==> src/dqmc_pkg.sv <==
// Shared types, codes and defaults for the deque with membership count.
package dqmc_pkg;

    localparam int DEPTH_DEF      = 256;
    localparam int VALUE_BITS_DEF = 12;

    localparam int OPCODE_W = 3;
    localparam int VALUE_W  = 12;
    localparam int STATUS_W = 2;
    localparam int SIZE_W   = 9;

    localparam logic [OPCODE_W-1:0] OP_PUSH_BACK  = 3'd0;
    localparam logic [OPCODE_W-1:0] OP_PUSH_FRONT = 3'd1;
    localparam logic [OPCODE_W-1:0] OP_POP_BACK   = 3'd2;
    localparam logic [OPCODE_W-1:0] OP_POP_FRONT  = 3'd3;
    localparam logic [OPCODE_W-1:0] OP_SIZE       = 3'd4;
    localparam logic [OPCODE_W-1:0] OP_SEARCH     = 3'd5;

    localparam logic [STATUS_W-1:0] ST_OK    = 2'd0;
    localparam logic [STATUS_W-1:0] ST_EMPTY = 2'd1;
    localparam logic [STATUS_W-1:0] ST_FULL  = 2'd2;

    typedef struct packed {
        logic [OPCODE_W-1:0] opcode;
        logic [VALUE_W-1:0]  value;
    } req_t;

    typedef struct packed {
        logic [STATUS_W-1:0] status;
        logic [SIZE_W-1:0]   size;
        logic                found;
    } rsp_t;

    typedef enum logic [2:0] {
        S_CLEAR,
        S_IDLE,
        S_LOOK,
        S_UPD,
        S_FIN
    } state_t;

    // Commands from the controller to the datapath.
    typedef struct packed {
        logic clr_step;
        logic take;
        logic rd_old;
        logic occ_wr;
        logic load_out;
    } cmd_t;

    // Status from the datapath to the controller.
    typedef struct packed {
        logic clr_done;
        logic pop_go;
        logic occ_go;
        logic out_free;
    } stat_t;

endpackage

==> src/dqmc_ctrl.sv <==
// Sequencing state machine of the deque with membership count.
module dqmc_ctrl (
    input  logic            aclk,
    input  logic            aresetn,
    input  logic            s_valid,
    output logic            s_ready,
    input  dqmc_pkg::stat_t stat,
    output dqmc_pkg::cmd_t  cmd
);

    dqmc_pkg::state_t state_reg, state_next;

    always_ff @(posedge aclk) begin
        if (!aresetn) begin
            state_reg <= dqmc_pkg::S_CLEAR;
        end else begin
            state_reg <= state_next;
        end
    end

    always_comb begin
        state_next = state_reg;
        case (state_reg)
            dqmc_pkg::S_CLEAR: begin
                if (stat.clr_done) state_next = dqmc_pkg::S_IDLE;
            end
            dqmc_pkg::S_IDLE: begin
                if (s_valid) begin
                    if (stat.pop_go)      state_next = dqmc_pkg::S_LOOK;
                    else if (stat.occ_go) state_next = dqmc_pkg::S_UPD;
                    else                  state_next = dqmc_pkg::S_FIN;
                end
            end
            dqmc_pkg::S_LOOK: state_next = dqmc_pkg::S_UPD;
            dqmc_pkg::S_UPD: begin
                state_next = stat.out_free ? dqmc_pkg::S_IDLE : dqmc_pkg::S_FIN;
            end
            dqmc_pkg::S_FIN: begin
                if (stat.out_free) state_next = dqmc_pkg::S_IDLE;
            end
            default: state_next = dqmc_pkg::S_IDLE;
        endcase
    end

    always_comb begin
        cmd     = '0;
        s_ready = 1'b0;
        case (state_reg)
            dqmc_pkg::S_CLEAR: cmd.clr_step = 1'b1;
            dqmc_pkg::S_IDLE: begin
                s_ready  = 1'b1;
                cmd.take = s_valid;
            end
            dqmc_pkg::S_LOOK: cmd.rd_old = 1'b1;
            dqmc_pkg::S_UPD: begin
                cmd.occ_wr   = 1'b1;
                cmd.load_out = stat.out_free;
            end
            dqmc_pkg::S_FIN: cmd.load_out = stat.out_free;
            default: cmd = '0;
        endcase
    end

endmodule

==> config.mk <==
export PLATFORM = sky130hd
export DESIGN_NAME = dqmc_ctrl
export DESIGN_NICKNAME = d
export VERILOG_FILES = /design/src/dqmc_pkg.sv /design/src/dqmc_ctrl.sv
export SDC_FILE = /design/constraint.sdc
export NUM_CORES = 1
export LEC_CHECK = 0
export BUFFER_PORTS_ARGS = -buffer_cell sky130_fd_sc_hd__buf_2
export CAP_MARGIN = 20
export CORE_AREA = 2 2 39 41
export CTS_CLUSTER_DIAMETER = 60
export DETAILED_ROUTE_END_ITERATION = 8
export DIE_AREA = 0 0 41 43
export GPL_ROUTABILITY_DRIVEN = 0
export SLEW_MARGIN = 20
export SYNTH_ARGS = -nofsm -noshare
export SYNTH_HDL_FRONTEND = slang
export SYNTH_SLANG_ARGS = --single-unit
export TNS_END_PERCENT = 10
==> constraint.sdc <==
create_clock -name aclk -period 1.8 [get_ports aclk]
set_clock_uncertainty 0.15 [all_clocks]
set_input_delay 0.27 -clock aclk [delete_from_list [all_inputs] [get_ports aclk]]
set_output_delay 0.27 -clock aclk [all_outputs]
set_load 0.01 [all_outputs]
==> results of run 1 <==
## per-stage QoR
step | area (um^2) | std cells | util | setup slack [ps]
finish | 394 | 62 | 0.285 | 132
CTS | 393 | 62 | 0.284 | 30.2
global placement | 367 | 58 | 0.265 | 304
floorplan | 307 | 32 | - | 378
detailed placement | 367 | 58 | 0.265 | 274
global route | 394 | 62 | 0.285 | 36.8
## logic make-up (layout without fill, tap and decap cells)
family | Yosys count | in the layout
AOI/OAI and AO/OA | 7 | 7
buffers and inverters | 5 | 19
DFF | 3 | 3
muxes | 2 | 2
and+or+nand+nor | 15 | 15
## per-layer routing
metal | vias up | global-route usage | part of all wire
met5 | - | 0 | 0
met4 | 0 | 0.0800 | 0
met3 | 0 | 0.0314 | 0.037
met2 | 6 | 0.147 | 0.54
met1 | 121 | 0.0836 | 0.42
li1 | 143 | - | -
## cells in the mapped netlist
master / instances
mux2i_1: 1
dfxtp_1: 3
o21a_1: 1
nor2_1: 2
inv_1: 2
a221oi_2: 2
and2_1: 2
a21oi_2: 1
a21oi_1: 1
o311a_1: 1
nor2b_1: 2
o21ai_0: 1
or2_2: 1
nor3b_2: 3
nor3_1: 2
mux2i_2: 1
buf_2: 1
buf_6: 2
nor3b_1: 1
nand2_1: 1
nor4b_4: 1
## worst max path at each step
| stage | startpoint | end | slack, ps | depth (start not counted) |
|---|---|---|---|---|
| 6_report | state_reg[1] | cmd[0] | 130 | 3 |
| 5_1_grt | state_reg[1] | cmd[2] | 40 | 2 |
| 4_1_cts | state_reg[0] | cmd[0] | 30 | 4 |
| 3_5_place_dp | state_reg[0] | cmd[0] | 270 | 4 |
| 3_3_place_gp | state_reg[0] | cmd[0] | 300 | 4 |
| 2_1_floorplan | state_reg[0] | cmd[0] | 380 | 4 |
## worst min-delay path, delay by kind of cell
family	cells	cell delay, ps
AO/OA/AOI/OAI	1	40
buffers and inverters	2	210
## power by group
part | internal, mW | switching, mW | leakage, nW | total [mW]
clock | 0.0830 | 0.0340 | 0.0150 | 0.117
sequential | 0.0769 | 0.0208 | 0.0249 | 0.0977
combinational | 0.0661 | 0.0605 | 0.134 | 0.127
## what timing repair did
item	in CTS	in global routing
hold buffers	0	0
gates resized for setup	0	1
endpoints found under the hold margin	0	0
endpoints found under the setup margin	0	1
## layout make-up
class | count | area, um^2
repair buffers | 13 | 67.6
flip-flops and latches | 3 | 61.3
multi-input cells | 24 | 211
inverters | 2 | 7.51
clock buffers | 4 | 26.3
fillers | 157 | 990
well taps | 16 | 20.0
## placed cells by master (no fill, tap or decap), types with 2 or more instances in the layout
| master | n |
|---|---|
| buf_2 | 12 |
| nor2b_1 | 2 |
| a221oi_2 | 2 |
| nor2_1 | 2 |
| nor3_1 | 2 |
| clkbuf_4 | 3 |
| inv_1 | 2 |
| dfxtp_1 | 2 |
| nor3b_2 | 3 |
| and2_1 | 2 |
==> out/qor.csv, run 1 <==
stage,metric,value,unit
run_status,run_status,completed,
die,placementRows,14,
synthesis,synth_top_family_by_area,simple AND/OR/NAND/NOR gates,
clock_tree,numCtsBuffers,3,
sta,tns,0,ps
sta,whs,201,ps
setup_path,arrival,1250,ps
clock_tree,cts_buffer_depth,2,
drt,dr.first_iter.drc_count,0,
setup_path,path_cells,and2_1 > o21a_1 > buf_2,
cells_and_area,largest_register_ffs,3,
setup_path,cp.required,1380,ps
pwr,ir_drop,0.256,mV
clock_tree,clk_latency,230,ps
setup_path,startpoint_type,flip-flop,
drt,routed_wl,621,um
synthesis,synthesis.area,307,um^2
drt,drtPass1Iterations,1,
die,initial_core_util,0.222,
cells_and_area,fin_nets,54,
die,num_io_pins,13,
synthesis,avgSynthCellArea,9.58,um^2
setup_path,reg2reg_depth,3,
synthesis,yosys.area_share.simple,0.396,
synthesis,ys_ff_latch,3,
clock_tree,cts_sinks,3,
setup_path,crit_buf_inv,1,
pwr,power.total,0.341,mW
die,die_area,1760,um^2
sta,slew_headroom,0.716,
die,die_h,43,um
synthesis,synthMuxAreaShare,0.0776,
sta,drv_slew,0,
synthesis,synthAdderAreaFrac,0,
synthesis,synth_nets,39,
synthesis,yosysTopAreaCell,dfxtp_1,
drt,vias,270,
setup_path,crit_path_max_incr_delay,570,ps
sta,finalCritPeriodShare,0.927,
hold_path,holdPathEnd,state_reg[0],
setup_path,rr_startpoint,state_reg[1],
sta,fmax,599,MHz
grt,grt_pass1_vias,267,
drt,wl_per_cell,10.0,um
clock_tree,clkTransAtPathRegs,40,ps
drt,ant_nets,0,
pwr,p_leak,0.174,nW
sta,finalHoldViolations,0,
setup_path,rrSetupSlack,430,ps
synthesis,synth_compound_area_frac,0.216,
place,dp_hpwl,498,um
synthesis,netlist_instances,32,
synthesis,synth_area_leaders,"dfxtp_1, nor3b_2, a221oi_2",
sta,rsz0062_at_grt,no,
synthesis,yosys.area.top_type_share,0.196,
cells_and_area,area_growth,28.6,%
setup_path,critical_path_class,flip-flop to output pin,
die,fp.dieW,41,um
setup_path,cp_max_fo,12,
clock_tree,cts_tree,built,
grt,grt_pass1_wl,1040,um
place,port_buffers,12,
hold_path,holdPathStages,3,
cells_and_area,drive_above_1_share,0.565,
die,core_area,1380,um^2
sta,setup_viol,0,
sta,tightest_slew,426,ps
clock_tree,cts-root-buf,clkbuf_4,
hold_path,hold_start,aresetn,
setup_path,reg2reg_to,state_reg[1],
clock_tree,cts_max_level,1,
synthesis,ys_warn_count,0,
grt,grt_max_degree,13,
drt,drc,0,
synthesis,synth_xor_area_frac,0,
grt,grt_usage,0.0914,
setup_path,cpLargestDelayFamily,flip-flops,
clock_tree,cts_setup_buffers,0,
cells_and_area,antennaDiodeCount,0,
synthesis,yosysUniqueCellTypes,21,
setup_path,critPathCaptureType,output pin,
flow_run,maxCapViolCount,0,
setup_path,cp_slowest_cell,dfxtp_1,
sta,fin_crit,1670,ps
drt,viasPerCell,4.35,
hold_path,hp-class,input port to flip-flop,
grt,grt-ovfl-total,0,
grt,antenna_found_initial,0,
synthesis,ys_seq_area_frac,0.196,
pwr,powerDensity,866,nW/um^2
Power figures use the tool's default switching activity.
==> inputs of run 2 (changes only) <==
Settings changed: PLACE_DENSITY set to 0.41.
==> out/qor.csv, run 2 (same netlist as run 1, synthesis figures left out) <==
stage,metric,value,unit,change
clock_tree,cts-root-buf,clkbuf_4,,
die,die_area,1760,um^2,unchanged
cells_and_area,area_growth,28.6,%,unchanged
drt,dr.first_iter.drc_count,3,,+3
die,core_area,1380,um^2,unchanged
grt,grt_pass1_vias,231,,-13%
grt,grt_max_degree,13,,unchanged
sta,tns,0,ps,unchanged
clock_tree,cts_max_level,1,,unchanged
setup_path,cp.required,1380,ps,about the same
setup_path,cpLargestDelayFamily,flip-flops,,
grt,grt_usage,0.0883,,-0.00310
flow_run,maxCapViolCount,0,,unchanged
die,die_h,43,um,unchanged
clock_tree,clk_latency,240,ps,about the same
sta,rsz0062_at_grt,no,,
sta,fin_crit,1700,ps,+28.8 ps
sta,tightest_slew,444,ps,+19.0 ps
setup_path,cp_max_fo,8,,-4
sta,fmax,589,MHz,-1.7%
cells_and_area,antennaDiodeCount,0,,unchanged
clock_tree,clkTransAtPathRegs,40,ps,about the same
setup_path,crit_path_max_incr_delay,400,ps,-170 ps
drt,routed_wl,660,um,+6.3%
sta,finalHoldViolations,0,,unchanged
hold_path,holdPathStages,3,,unchanged
place,place_area,367,um^2,unchanged
sta,whs,183,ps,-18.1 ps
setup_path,path_cells,nor2b_1 > and2_1 > o21a_1 > buf_2,,
drt,viasPerCell,4.31,,-1.1%
drt,wl_per_cell,10.6,um,+6.3%
die,fp.dieW,41,um,unchanged
cells_and_area,fillers,155,,-1.3%
place,dp_hpwl,481,um,-3.5%
sta,slew_headroom,0.703,,-0.0127
setup_path,critPathCaptureType,output pin,,
clock_tree,cts_buffer_depth,2,,unchanged
setup_path,cp_num_cells,4,,+1
drt,drc,0,,unchanged
cells_and_area,drive_above_1_share,0.565,,unchanged
clock_tree,cts_sinks,3,,unchanged
pwr,p_leak,0.174,nW,unchanged
cells_and_area,final_common_cell,buf_2,,
die,placementRows,14,,unchanged
clock_tree,cts_setup_buffers,0,,unchanged
setup_path,rrSetupSlack,320,ps,-110 ps
setup_path,startpoint_type,flip-flop,,
run_status,run_status,completed,,
cells_and_area,largest_register_ffs,3,,unchanged
cells_and_area,final_cell_mix,"buf_2, nor3b_2, clkbuf_4",,
grt,grt-ovfl-total,0,,unchanged
setup_path,crit_buf_inv,1,,unchanged
place,port_buffers,12,,unchanged
die,num_io_pins,13,,unchanged
pwr,powerDensity,878,nW/um^2,+1.4%
cells_and_area,stdcell_area,394,um^2,unchanged
sta,finalCritPeriodShare,0.943,,+0.0160
setup_path,arrival,1280,ps,+30 ps
sta,setup_viol,0,,unchanged
clock_tree,numCtsBuffers,3,,unchanged
pwr,ir_drop,0.420,mV,+64%
sta,drv_slew,0,,unchanged
drt,drtPass1Iterations,2,,+1
drt,ant_nets,0,,unchanged
grt,grt_pass1_wl,1010,um,-2.6%
setup_path,cp_slowest_cell,dfxtp_2,,
hold_path,hp-class,input port to flip-flop,,
drt,vias,267,,-1.1%
clock_tree,cts_tree,built,,
setup_path,critical_path_class,flip-flop to output pin,,
die,initial_core_util,0.222,,unchanged
cells_and_area,fin_nets,54,,unchanged
grt,antenna_found_initial,0,,unchanged
setup_path,reg2reg_depth,4,,+1
==> run 2: layer usage <==
metal / track usage / part of all wire / vias up
li1: - / - / 144
met1: 0.128 / 0.48 / 113
met2: 0.0938 / 0.43 / 10
met3: 0.0628 / 0.088 / 0
met4: 0.0400 / 0 / 0
met5: 0 / 0 / -
==> run 2: area by class of cell <==
type	count	area [um^2]	area share
inverters	2	7.51	0.0190
multi-input cells	24	211	0.537
flip-flops and latches	3	61.3	0.156
well taps	16	20.0	0.0508
clock buffers	4	26.3	0.0667
repair buffers	13	67.6	0.171
==> run 2: through the flow <==
stage	cells	setup WS, ps	util	power (mW)
3_3_place_gp	58	291	0.265	0.228
3_5_place_dp	58	290	0.265	0.225
6_report	62	103	0.285	0.346
5_1_grt	62	10.2	0.285	0.375
2_1_floorplan	32	378	-	0.197
4_1_cts	62	25.8	0.284	0.348
==> run 2: timing repair <==
item	CTS	global route
endpoints found under the setup margin	0	1
gates resized for setup	0	1
hold buffers	0	0
==> run 2: final timing paths <==
| check | start | to |
|---|---|---|
| hold reg to reg | state_reg[0] | state_reg[0] |
| hold / removal | aresetn | state_reg[0] |
| setup / recovery | state_reg[0] | cmd[0] |
| setup reg to reg | state_reg[2] | state_reg[0] |
==> run 2: tightest hold or removal path, stage by stage <==
cell and delay, ps:
buf_2 90, inv_1 110, a221oi_2 50
==> run 2: where the power goes <==
part,internal (mW),switching (mW)
combinational,0.0660,0.0598
sequential,0.0770,0.0223
clock,0.0832,0.0376
